$ cat src/hw/rtl/bdes_pkg.sv
// Shared types, sizes and codes for the bounded double-ended stack.
// Has no dependencies. Every other file in hw/rtl imports it.
package bdes_pkg;

   localparam int DEPTH  = 128;
   localparam int WORD_W = 32;
   localparam int CNT_W  = $clog2(DEPTH + 1);
   localparam int IDX_W  = (DEPTH > 1) ? $clog2(DEPTH) : 1;

   // The bottom word is gathered by a three-level OR tree of sixteen-way groups.
   localparam int GRP    = 16;
   localparam int LVL1_N = (DEPTH + GRP - 1) / GRP;
   localparam int LVL2_N = (LVL1_N + GRP - 1) / GRP;

   localparam logic [1:0] ACT_PUSH_TOP    = 2'd0;
   localparam logic [1:0] ACT_POP_TOP     = 2'd1;
   localparam logic [1:0] ACT_PUSH_BOTTOM = 2'd2;
   localparam logic [1:0] ACT_POP_BOTTOM  = 2'd3;

   localparam logic [1:0] ST_DONE  = 2'd0;
   localparam logic [1:0] ST_FULL  = 2'd1;
   localparam logic [1:0] ST_EMPTY = 2'd2;

   typedef logic signed [WORD_W-1:0] word_type;
   typedef logic [CNT_W-1:0]         cnt_type;
   typedef logic [IDX_W-1:0]         idx_type;

   // Per-cycle command broadcast to every cell of the chain.
   typedef struct packed {
      logic    push_top;
      logic    pop_top;
      logic    push_bot;
      cnt_type cnt;
      cnt_type cnt_next;
   } ctrl_type;

endpackage

$ cat src/hw/rtl/bdes_or_group.sv
// Sixteen-way OR merge of words of which at most one is nonzero.
// Depends on bdes_pkg.
module bdes_or_group (
   input  bdes_pkg::word_type group_words [bdes_pkg::GRP],
   output bdes_pkg::word_type merged
);
   import bdes_pkg::*;

   always_comb begin
      merged = '0;
      for (int k = 0; k < GRP; k++) begin
         merged = merged | group_words[k];
      end
   end

endmodule

$ cat config.mk
export PLATFORM = sky130hd
export DESIGN_NAME = bdes_or_group
export DESIGN_NICKNAME = d
export VERILOG_FILES = /design/src/hw/rtl/bdes_pkg.sv /design/src/hw/rtl/bdes_or_group.sv
export SDC_FILE = /design/constraint.sdc
export NUM_CORES = 1
export LEC_CHECK = 0
export ABC_CLOCK_PERIOD_IN_PS = 800
export BUFFER_PORTS_ARGS = -buffer_cell sky130_fd_sc_hd__buf_2
export CORE_AREA = 4 4 211 213
export DETAILED_ROUTE_END_ITERATION = 7
export DIE_AREA = 0 0 215 217
export SETUP_SLACK_MARGIN = 0.15
export SLEW_MARGIN = 25
export SYNTH_ARGS = -nofsm -noshare
export SYNTH_HDL_FRONTEND = slang
export SYNTH_SLANG_ARGS = --single-unit
$ cat constraint.sdc
create_clock -name vclk -period 0.8
set_input_delay 0.08 -clock vclk [all_inputs]
set_output_delay 0.08 -clock vclk [all_outputs]
set_load 0.01 [all_outputs]
## After elaboration in Yosys (flattened, before gate mapping)

Cells that the tools add are included.

- Bitwise logic cells: 15

Operators with widths:

| kind | count |
|---|---|
| bitwise OR 32 bit | 15 |

- Bits in registers: 0
- Logic and storage cells: 15

## Longest topological paths before layout

- Depth in word-level cells: 15
- Depth in mapped cells: 2
- Depth with buffers taken out: 2

## Worst setup path after synthesis

Ideal clock, no wire load.

- Path type: in2out
- Start point: input group_words[128] in the netlist's numbering
- End point: output merged[0]
- Arrival: 0.503 ns
- Required time: 0.720 ns
- Slack: 0.217 ns
- Stages: 2
- Cell sequence: nor4_1 nand4_1

- Longest elaborated chain between the ends: 5

Ends and longest elaborated chain:

| element | line | text |
|---|---|---|
| from (decl) | bdes_or_group.sv:4 | `input bdes_pkg::word_type group_words [bdes_pkg::GRP],` |
| bitwise OR 32 bit (5 in series) | bdes_or_group.sv:12 | `merged = merged \| group_words[k];` |
| to (decl) | bdes_or_group.sv:5 | `output bdes_pkg::word_type merged` |

No other way between the ends.

## Worst setup path in the final report

- Start point: input group_words[209] in the netlist's numbering
- End point: output merged[17]

- Longest elaborated chain between the ends: 7

Ends and longest elaborated chain:

| element | line |
|---|---|
| bitwise OR 32 bit (7 in series) | bdes_or_group.sv:12 |

No other way between the ends.

==> impl_metrics.csv <==
group,metric,value,unit
routing,route.detailed.wl_per_inst,16.4,microns
status,violations,"negative setup slack",
synth,ys_top_cells_by_area,"sky130_fd_sc_hd__nor4_1 (80%), sky130_fd_sc_hd__nand4_1 (20%)",
sta,worst-slew-pin-transition,0.280,ns
synth,synth_cells,160,
power_and_ir_drop,power.sequential.fraction,0,
layout,sequential_cell_total,0,
global_route,antenna_found_initial,10,
synth,synth_top_cell_area_share,0.800,
layout,num-nets-final,1230,
routing,route.antenna.remaining_nets,0,
layout,layout_common_cells,"sky130_fd_sc_hd__buf_2 (395), sky130_fd_sc_hd__buf_6 (145), sky130_fd_sc_hd__nor4_4 (62), sky130_fd_sc_hd__nor4_2 (44), sky130_fd_sc_hd__nand4_1 (32)",
layout,multiInputGateArea,0.00221,sq mm
die,placement_rows,76,
sta,rsz_0062_raised_after_global_routing,"yes",
die,die_area,0.0467,sq mm
routing,firstDrtPassIters,7,
sta,finalCriticalPeriod,0.930,ns
die,initial_core_util,0.0234,
setup_path,setup.worst_path.end_class,"output port",
status,status,"complete, but fails checks",
setup_path,setup.worst_path.end,"merged[17]",
synth,synth_area_per_cell,6.26,sq um
sta,max_freq,1080,MHz
sta,layout_worst_path_cycle_share,1.16,
setup_path,crit_type,"input port to output port",
sta,timing.final.hold_violations,0,
routing,detailedRoute.firstIterationViolations,104,
sta,final-max-slew-violation-count,0,
setup_path,cp_data_arrival_time,0.85,ns
synth,net_count_after_synthesis,672,
sta,worst_slew_margin_rel,0.812,
synth,syn-cell-area,0.00100,sq mm
sta,totalNegativeSetupSlack,-1.29,ns
synth,post-synth-top-area-cell,"sky130_fd_sc_hd__nor4_1",
power_and_ir_drop,p_int,1.58,mW
sta,timing.final.setup_violations,21,
die,io_pins,544,
global_route,grt_first_pass_wirelength,27.1,mm
cts,cts_post_setup_buffers_inserted,0,
die,die_w,215,microns
global_route,grt_start_max_net_pins,2,
global_route,via_count_of_the_first_global_routing_pass,4701,
placement,placement.io_buffers,544,
power_and_ir_drop,power.share.combinational,1.000,
layout,nFillCells,4816,
global_route,grt_usage,0.0763,
sta,worst_hold_slack,0.442,ns
layout,mostFrequentLayoutCell,"sky130_fd_sc_hd__buf_2",
routing,avgViaCountPerCell,3.36,
synth,yosysUniqueCellTypes,2,
power_and_ir_drop,worst_ir_drop_vdd,0.000130,V
setup_path,worst-endpoint-required,0.72,ns
layout,final_core_util,0.156,
setup_path,cp_slowest_stage_delay,0.28,ns
setup_path,timing.critical_path.max_delay_family,"buffers and inverters",
synth,synth_seq_area_share,0,
min_path,hold_path_class,"input port to output port",
setup_path,worst-path-max-fanout,1,
placement,finalWeightedCongestion,0.841,
power_and_ir_drop,power.switching,1.03,mW
die,fp.dieH,217,microns
layout,ff_latch_area,0,sq um
layout,syn_to_final_growth,564,%
routing,detail_route.drc_violations,0,
routing,dr_total_vias,4248,
power_and_ir_drop,leakage,2.68,nW
power_and_ir_drop,power.share.clock,0,
cts,ctsHoldBuffers,0,
sta,final_critical_path_setup_slack,-0.130,ns
synth,yosys_warnings,0,
run,timing.max_cap.violations,0,
layout,layout-drive-gt1-share,0.925,
setup_path,worst_path_cell_chain,"buf_6, nor4_4, buf_4, nand4_1, buf_2",
die,design.core.area,0.0427,sq mm
placement,detailed_place_hpwl,17.0,mm
layout,clockBufferCount,0,
setup_path,crit_start,"group_words[209]",
setup_path,number_of_cells_on_the_critical_path,5,
power_and_ir_drop,power.density_cell_area,392,mW/mm^2
global_route,grt.overflow.total,0,
setup_path,cpMaxStageDelayCell,"sky130_fd_sc_hd__nor4_4",
routing,totalWireLength,20.8,mm
setup_path,path_buf_inv,3,
power_and_ir_drop,swShare,0.396,
setup_path,timing.critical_path.from_type,"input port",
==> power by group through the flow <==
| stage | Combinational [mW] | Clock [mW] | Sequential [mW] |
|---|---|---|---|
| after floorplan | 0.117 | 0 | 0 |
| after global placement | 1.51 | 0 | 0 |
| after detailed placement | 1.52 | 0 | 0 |
| after CTS | 2.29 | 0 | 0 |
| after global routing | 2.75 | 0 | 0 |
| final | 2.61 | 0.000000503 | 0 |
==> metal layers <==
metal	global-route usage	share of wire
met1	0.0678	0.29
met2	0.153	0.53
met3	0.0286	0.13
met4	0.0316	0.054
met5	0	0.0011
==> synth_stat cells <==
cell type	number
sky130_fd_sc_hd__nor4_1	128
sky130_fd_sc_hd__nand4_1	32
==> stage by stage <==
step                      cell area [sq um]  setup slack, ns  total power, mW  instances
final                                  6650           -0.130             2.61       1265
after detailed placement               4500           -0.356             1.52       1262
after CTS                              6130           -0.186             2.29       1262
after floorplan                        1000            0.217            0.117        160
after global routing                   6640           -0.207             2.75       1262
after global placement                 4500           -0.304             1.51       1262
==> logic make-up (layout without fill, tap and decap cells) <==
group,Yosys count,count (layout),share of synthesized area
buffers and inverters,0,556,0
other,0,3,0
AND/OR/NAND/NOR,160,160,1.00
==> worst min-delay path by stage <==
stage	cells past startpoint	end	from	slack, ns
after floorplan	2	merged[0]	group_words[0]	0.28
after global placement	4	merged[11]	group_words[11]	0.44
after detailed placement	4	merged[13]	group_words[13]	0.44
after CTS	4	merged[21]	group_words[309]	0.43
after global routing	4	merged[13]	group_words[269]	0.45
final	4	merged[8]	group_words[488]	0.44
==> final cells by class <==
class,instances,share of cell area
multi-input combinational,160,0.332
antenna,3,0.00113
tap,546,0.103
timing repair buffer,556,0.564
==> repair_timing <==
item,CTS,global route
resized for setup,249,83
pin swaps,115,57
endpoints found under the setup margin,32,32
No activity file was read; power rests on OpenSTA's default activity.
