File: config.mk
export PLATFORM = sky130hd
export DESIGN_NAME = bdes_cell
export DESIGN_NICKNAME = d
export VERILOG_FILES = /design/src/hw/rtl/bdes_pkg.sv /design/src/hw/rtl/bdes_cell.sv
export SDC_FILE = /design/constraint.sdc
export NUM_CORES = 1
export LEC_CHECK = 0
export BUFFER_PORTS_ARGS = -buffer_cell sky130_fd_sc_hd__clkbuf_2
export CAP_MARGIN = 10
export CORE_AREA = 2 2 86 88
export CTS_BUF_LIST = sky130_fd_sc_hd__clkbuf_4
export DETAILED_ROUTE_END_ITERATION = 8
export DIE_AREA = 0 0 88 90
export PLACE_DENSITY = 0.81
export SLEW_MARGIN = 20
export SYNTH_ARGS = -nofsm -noshare
export SYNTH_HDL_FRONTEND = slang
export SYNTH_SLANG_ARGS = --single-unit
File: constraint.sdc
create_clock -name clock -period 2.72 [get_ports clock]
set_input_delay 0.408 -clock clock [delete_from_list [all_inputs] [get_ports clock]]
set_output_delay 0.408 -clock clock [all_outputs]
set_load 0.02 [all_outputs]
File: src/hw/rtl/bdes_pkg.sv
// Shared types, sizes and codes for the bounded double-ended stack.
// Has no dependencies. Every other file in hw/rtl imports it.
package bdes_pkg;

   localparam int DEPTH  = 128;
   localparam int WORD_W = 32;
   localparam int CNT_W  = $clog2(DEPTH + 1);
   localparam int IDX_W  = (DEPTH > 1) ? $clog2(DEPTH) : 1;

   // The bottom word is gathered by a three-level OR tree of sixteen-way groups.
   localparam int GRP    = 16;
   localparam int LVL1_N = (DEPTH + GRP - 1) / GRP;
   localparam int LVL2_N = (LVL1_N + GRP - 1) / GRP;

   localparam logic [1:0] ACT_PUSH_TOP    = 2'd0;
   localparam logic [1:0] ACT_POP_TOP     = 2'd1;
   localparam logic [1:0] ACT_PUSH_BOTTOM = 2'd2;
   localparam logic [1:0] ACT_POP_BOTTOM  = 2'd3;

   localparam logic [1:0] ST_DONE  = 2'd0;
   localparam logic [1:0] ST_FULL  = 2'd1;
   localparam logic [1:0] ST_EMPTY = 2'd2;

   typedef logic signed [WORD_W-1:0] word_type;
   typedef logic [CNT_W-1:0]         cnt_type;
   typedef logic [IDX_W-1:0]         idx_type;

   // Per-cycle command broadcast to every cell of the chain.
   typedef struct packed {
      logic    push_top;
      logic    pop_top;
      logic    push_bot;
      cnt_type cnt;
      cnt_type cnt_next;
   } ctrl_type;

endpackage

File: src/hw/rtl/bdes_cell.sv
// One storage cell of the word chain; cell 0 holds the top word.
// Depends on bdes_pkg.
module bdes_cell (
   input  logic              clock,
   input  bdes_pkg::idx_type  cell_index,
   input  bdes_pkg::ctrl_type ctrl,
   input  bdes_pkg::word_type value,
   input  bdes_pkg::word_type from_below,
   input  bdes_pkg::word_type from_above,
   output bdes_pkg::word_type word,
   output bdes_pkg::word_type word_next,
   output bdes_pkg::word_type bottom_part
);
   import bdes_pkg::*;

   word_type word_ff;
   word_type word_in;
   cnt_type  my_pos;

   assign my_pos = CNT_W'(cell_index);

   // A top push moves every word one cell away from the top, a top pop moves
   // them back; a bottom push writes only the first free cell.
   always_comb begin
      word_in = word_ff;
      if (ctrl.push_top) begin
         word_in = from_below;
      end else if (ctrl.pop_top) begin
         word_in = from_above;
      end else if (ctrl.push_bot && (my_pos == ctrl.cnt)) begin
         word_in = value;
      end
   end

   always_ff @(posedge clock) begin
      word_ff <= word_in;
   end

   // The cell that will hold the oldest word offers it to the OR tree.
   assign bottom_part = ((ctrl.cnt_next != '0) && (my_pos == ctrl.cnt_next - CNT_W'(1)))
                        ? word_in : '0;
   assign word        = word_ff;
   assign word_next   = word_in;

endmodule

== Yosys cells after proc, flatten, opt, wreduce, memory -nomap -nowiden ==
Index checks and enable logic that the tools add are counted.
Word-level totals
  bits in registers: 32
  latch bits: 0
  memory bits (writable): 0
  ROM bits: 0
  bits of input ports: 123
  output and inout bits: 96
  logic and storage cells: 11
  memories kept: 0
Cells by class
  add/sub/neg operators: 1
  multiply operators: 0
  divide/modulo/power cells: 0
  order comparisons: 0
  eq/ne operators: 2
  shifts and indexed selects: 0
  multiplexer cells: 4
  bitwise gates (word level): 0
  reductions and logical operators: 3
Operators by type and width (number)
  $mux 32: 4
  $eq 7x8->1: 2
  $reduce_bool 8->1: 1
  $sub 8x1->8 const B: 1
  $logic_and 1x1->1: 2

== Logic depth before layout (Yosys ltp) ==
  depth after elaboration: 6
  gate-level depth with buffers: 8
  mapped depth without buffers: 7

== Least setup slack after synthesis ==
No wires, ideal clock.
  kind: in2out
  from: input port ctrl[0] (netlist bit)
  to: output port bottom_part[0]
  arrival: 2.875 ns
  data required time: 2.312 ns
  slack: -0.563 ns
  cell stages on the path: 7
  path buffers: 0
  cells stage by stage: inv_1 -> ha_1 -> xnor2_1 -> a311oi_1 -> nand3b_1 -> or4_4 -> a2111oi_0
On the way
  cells in the longest elaborated chain, start to end: 4
  elaborated cells on any way between the ends: 5
  classes of those cells: 1 x add/sub; 1 x eq/ne; 1 x mux; 2 x reduce/logical
RTL lines
  start, declared: RTL line bdes_cell.sv:6  | input bdes_pkg::ctrl_type ctrl,
  $sub 8x1->8: RTL line bdes_cell.sv:40  | assign bottom_part = ((ctrl.cnt_next != '0) && (my_pos == ctrl.cnt_next - CNT_W'(1)))
  $eq 7x8->1: RTL line bdes_cell.sv:40
  $logic_and 1x1->1 *: RTL line bdes_cell.sv:40
  $mux 32 *: RTL line bdes_cell.sv:41  | ? word_in : '0;
  end, declared: RTL line bdes_cell.sv:12  | output bdes_pkg::word_type bottom_part
Every way passes the cells marked *; elsewhere a longest branch is shown, timed or not.

== Worst setup path after layout ==
  from: input port ctrl[3] (netlist bit)
  to: output port bottom_part[8]
Same word-level chain as after synthesis.

==> impl_metrics.ini <==
[logic_synthesis]
synth.area.top_cells = dfxtp_1, a211oi_1, a2111oi_2, a2111oi_0, o22ai_1
avgSynthCellArea_sq_um = 9.47
synth.distinct_cells = 29
synth-seq-cells = 32
synth_top_area_share_pct = 25.1
netlist_area_sq_um = 2550
synth_top_area_cell = dfxtp_1
synth_fp_nets = 394
synth_warnings = 0
netlist_instances = 269
yosysSeqAreaShare_pct = 25.1

[flow_run]
maxCapViolCount = 0

[timing]
finalMaxSlewViolations = 0
setup_ws_ns = -0.240
max_freq_ghz = 0.338
slew_headroom_pct = 52.2
period_needed_ns = 2.96
skew_ns = 0
tns_ns = -4.91
period_share_pct = 109
tightest_slew_ns = 0.715
rsz0062_at_grt = yes
hold_viol = 0
setup_viol = 32

[floorplan]
core_sq_um = 7020
ios = 219
die_h_um = 90
start_util_pct = 36.3
die_x_um = 88
dieArea_sq_um = 7920
num_rows = 31

[cells_and_area]
drive_gt1_share_pct = 69.1
layout.nets = 676
fillers = 486
final_cell_mix = clkbuf_2, buf_4, a211oi_1
final_cell_count_no_fill = 650
multi_input_area_sq_um = 2350
areaGrowthSynthToFinish_pct = 106
final_common_cell = clkbuf_2
antennaDiodeCount = 0
regArea_sq_um = 641
largest_register_ffs = 32

[drt]
routed_wl_um = 12700
ant_nets = 0
drt_iter0_drc = 115
vias = 3894
avgRoutedWirePerCell_um = 19.6
drt_drc_violations_left = 0
drtPass1Iterations = 4
vias_per_cell = 5.99

[grt]
grt_max_degree = 49
grt_pass1_wl_um = 18100
antenna_found_initial = 0
grt-ovfl-total = 0
grtUsageTotal_pct = 28.6
grt_pass1_vias = 3798

[power]
leakage_nw = 2.13
ir_drop_v = 0.000219
power_mw = 1.62
power_density_nw_per_um2 = 309

[run_status]
status = finished with violations
violations = setup timing

[critical_path]
rr_worst_depth = 2
r2r_slack_ns = 1.47
rr_startpoint = word[31]
criticalPathCategory = in -> out
path_max_fanout = 7
r2r-end = word[31]
end_kind = output pin
cp.required_ns = 2.31
cp.arrival_ns = 2.55
startpoint_type = input port

[place]
place_hpwl_um = 8880
port_buffers = 218
dp_cells = 624
globalplace.congestion = 0.930

[min_path]
hold_end = word[7]
whs_path_depth = 3
min_from = from_above[7]
hold_path_class = in -> reg

[clock_network]
cts_buffers = 5
root_buffer = clkbuf_4
cts_tree = done
clockBufferDepth = 2
clock-sinks = 32
clk_latency_ns = 0.33
clk_transition_reported_paths_ns = 0.10
htree_num_levels = 2
==> power by group <==
part	internal (mW)	switching, mW	leakage [nW]
clock network	0.105	0.173	0.0315
logic	0.311	0.475	1.83
registers	0.522	0.0298	0.270
==> worst max path at each step <==
stage	from	endpoint	slack, ns	cells after the start
final	ctrl[3]	bottom_part[8]	-0.24	9
after global routing	ctrl[0]	bottom_part[20]	-0.28	11
after CTS	ctrl[1]	bottom_part[21]	-0.31	9
after detailed placement	ctrl[1]	bottom_part[3]	-0.34	10
after global placement	ctrl[0]	bottom_part[3]	-0.30	10
after floorplan	ctrl[13]	word_next[30]	-0.11	6
==> cell usage after synthesis (all sizes together) <==
| library cell | count |
|---|---|
| a2111oi | 64 |
| a211oi | 64 |
| dfxtp | 32 |
| o22ai | 31 |
| clkbuf | 25 |
| xnor2 | 10 |
| buf | 8 |
| xor2 | 6 |
| nand3b | 3 |
| nor2 | 3 |
| nor3 | 3 |
| ha | 2 |
| inv | 2 |
| nand3 | 2 |
| nor4 | 2 |
| o21ai | 2 |
| or4 | 2 |
| a221oi | 1 |
| a311oi | 1 |
| a31oi | 1 |
| a41oi | 1 |
| clkinv | 1 |
| nand2 | 1 |
| nand4 | 1 |
| o21ba | 1 |
==> through the flow <==
| stage | worst slack (ns) | hold slack [ns] | utilization [%] | instance area (sq um) |
|---|---|---|---|---|
| after floorplan | -0.110 | 0.753 | - | 2940 |
| after CTS | -0.311 | 0.497 | 69.3 | 4860 |
| after detailed placement | -0.342 | 0.728 | 65.5 | 4600 |
| after global placement | -0.300 | 0.711 | 65.5 | 4600 |
| after global routing | -0.278 | 0.530 | 74.6 | 5240 |
| final | -0.240 | 0.500 | 74.6 | 5240 |
==> per-layer routing <==
| metal | GRT usage, % | wire (um) | vias to the layer above |
|---|---|---|---|
| met5 | 0 | 0 | - |
| met1 | 31.7 | 4800 | 1881 |
| met4 | 12.6 | 355 | 0 |
| met2 | 52.3 | 6850 | 197 |
| met3 | 4.41 | 741 | 31 |
| li1 | - | - | 1785 |
==> worst max-delay path: stages <==
cell,delay [ns]
clkbuf_2,0.13
or4_4,0.54
o21ai_2,0.13
nand3b_1,0.09
or4_4,0.51
buf_6,0.16
buf_16,0.15
a2111oi_4,0.22
buf_4,0.21
==> kinds of logic after synthesis <==
family	Yosys count	share of synthesized area, %
XOR/XNOR	16	5.50
adder cells (fa/ha/maj)	2	0.982
buffers and inverters	36	6.24
flip-flops	32	25.1
AO/OA/AOI/OAI	166	58.1
AND/OR/NAND/NOR	17	4.08
==> timing repair <==
action / 4_1_cts / 5_1_grt
resized for setup: 20 / 114
pin swaps: 5 / 9
cloned: 2 / 2
hold buffers: 0 / 0
buffers inserted: 8 / 9
endpoints found under the setup margin: 32 / 57
==> cell type report <==
class	instances	area share (%)
Clock buffer	6	0.860
Multi-Input combinational cell	201	44.8
Clock inverter	1	0.0956
Timing Repair Buffer	308	39.3
Sequential cell	32	12.2
Tap cell	99	2.37
Inverter	3	0.263
Note: power is estimated with default switching activity, not from simulation.
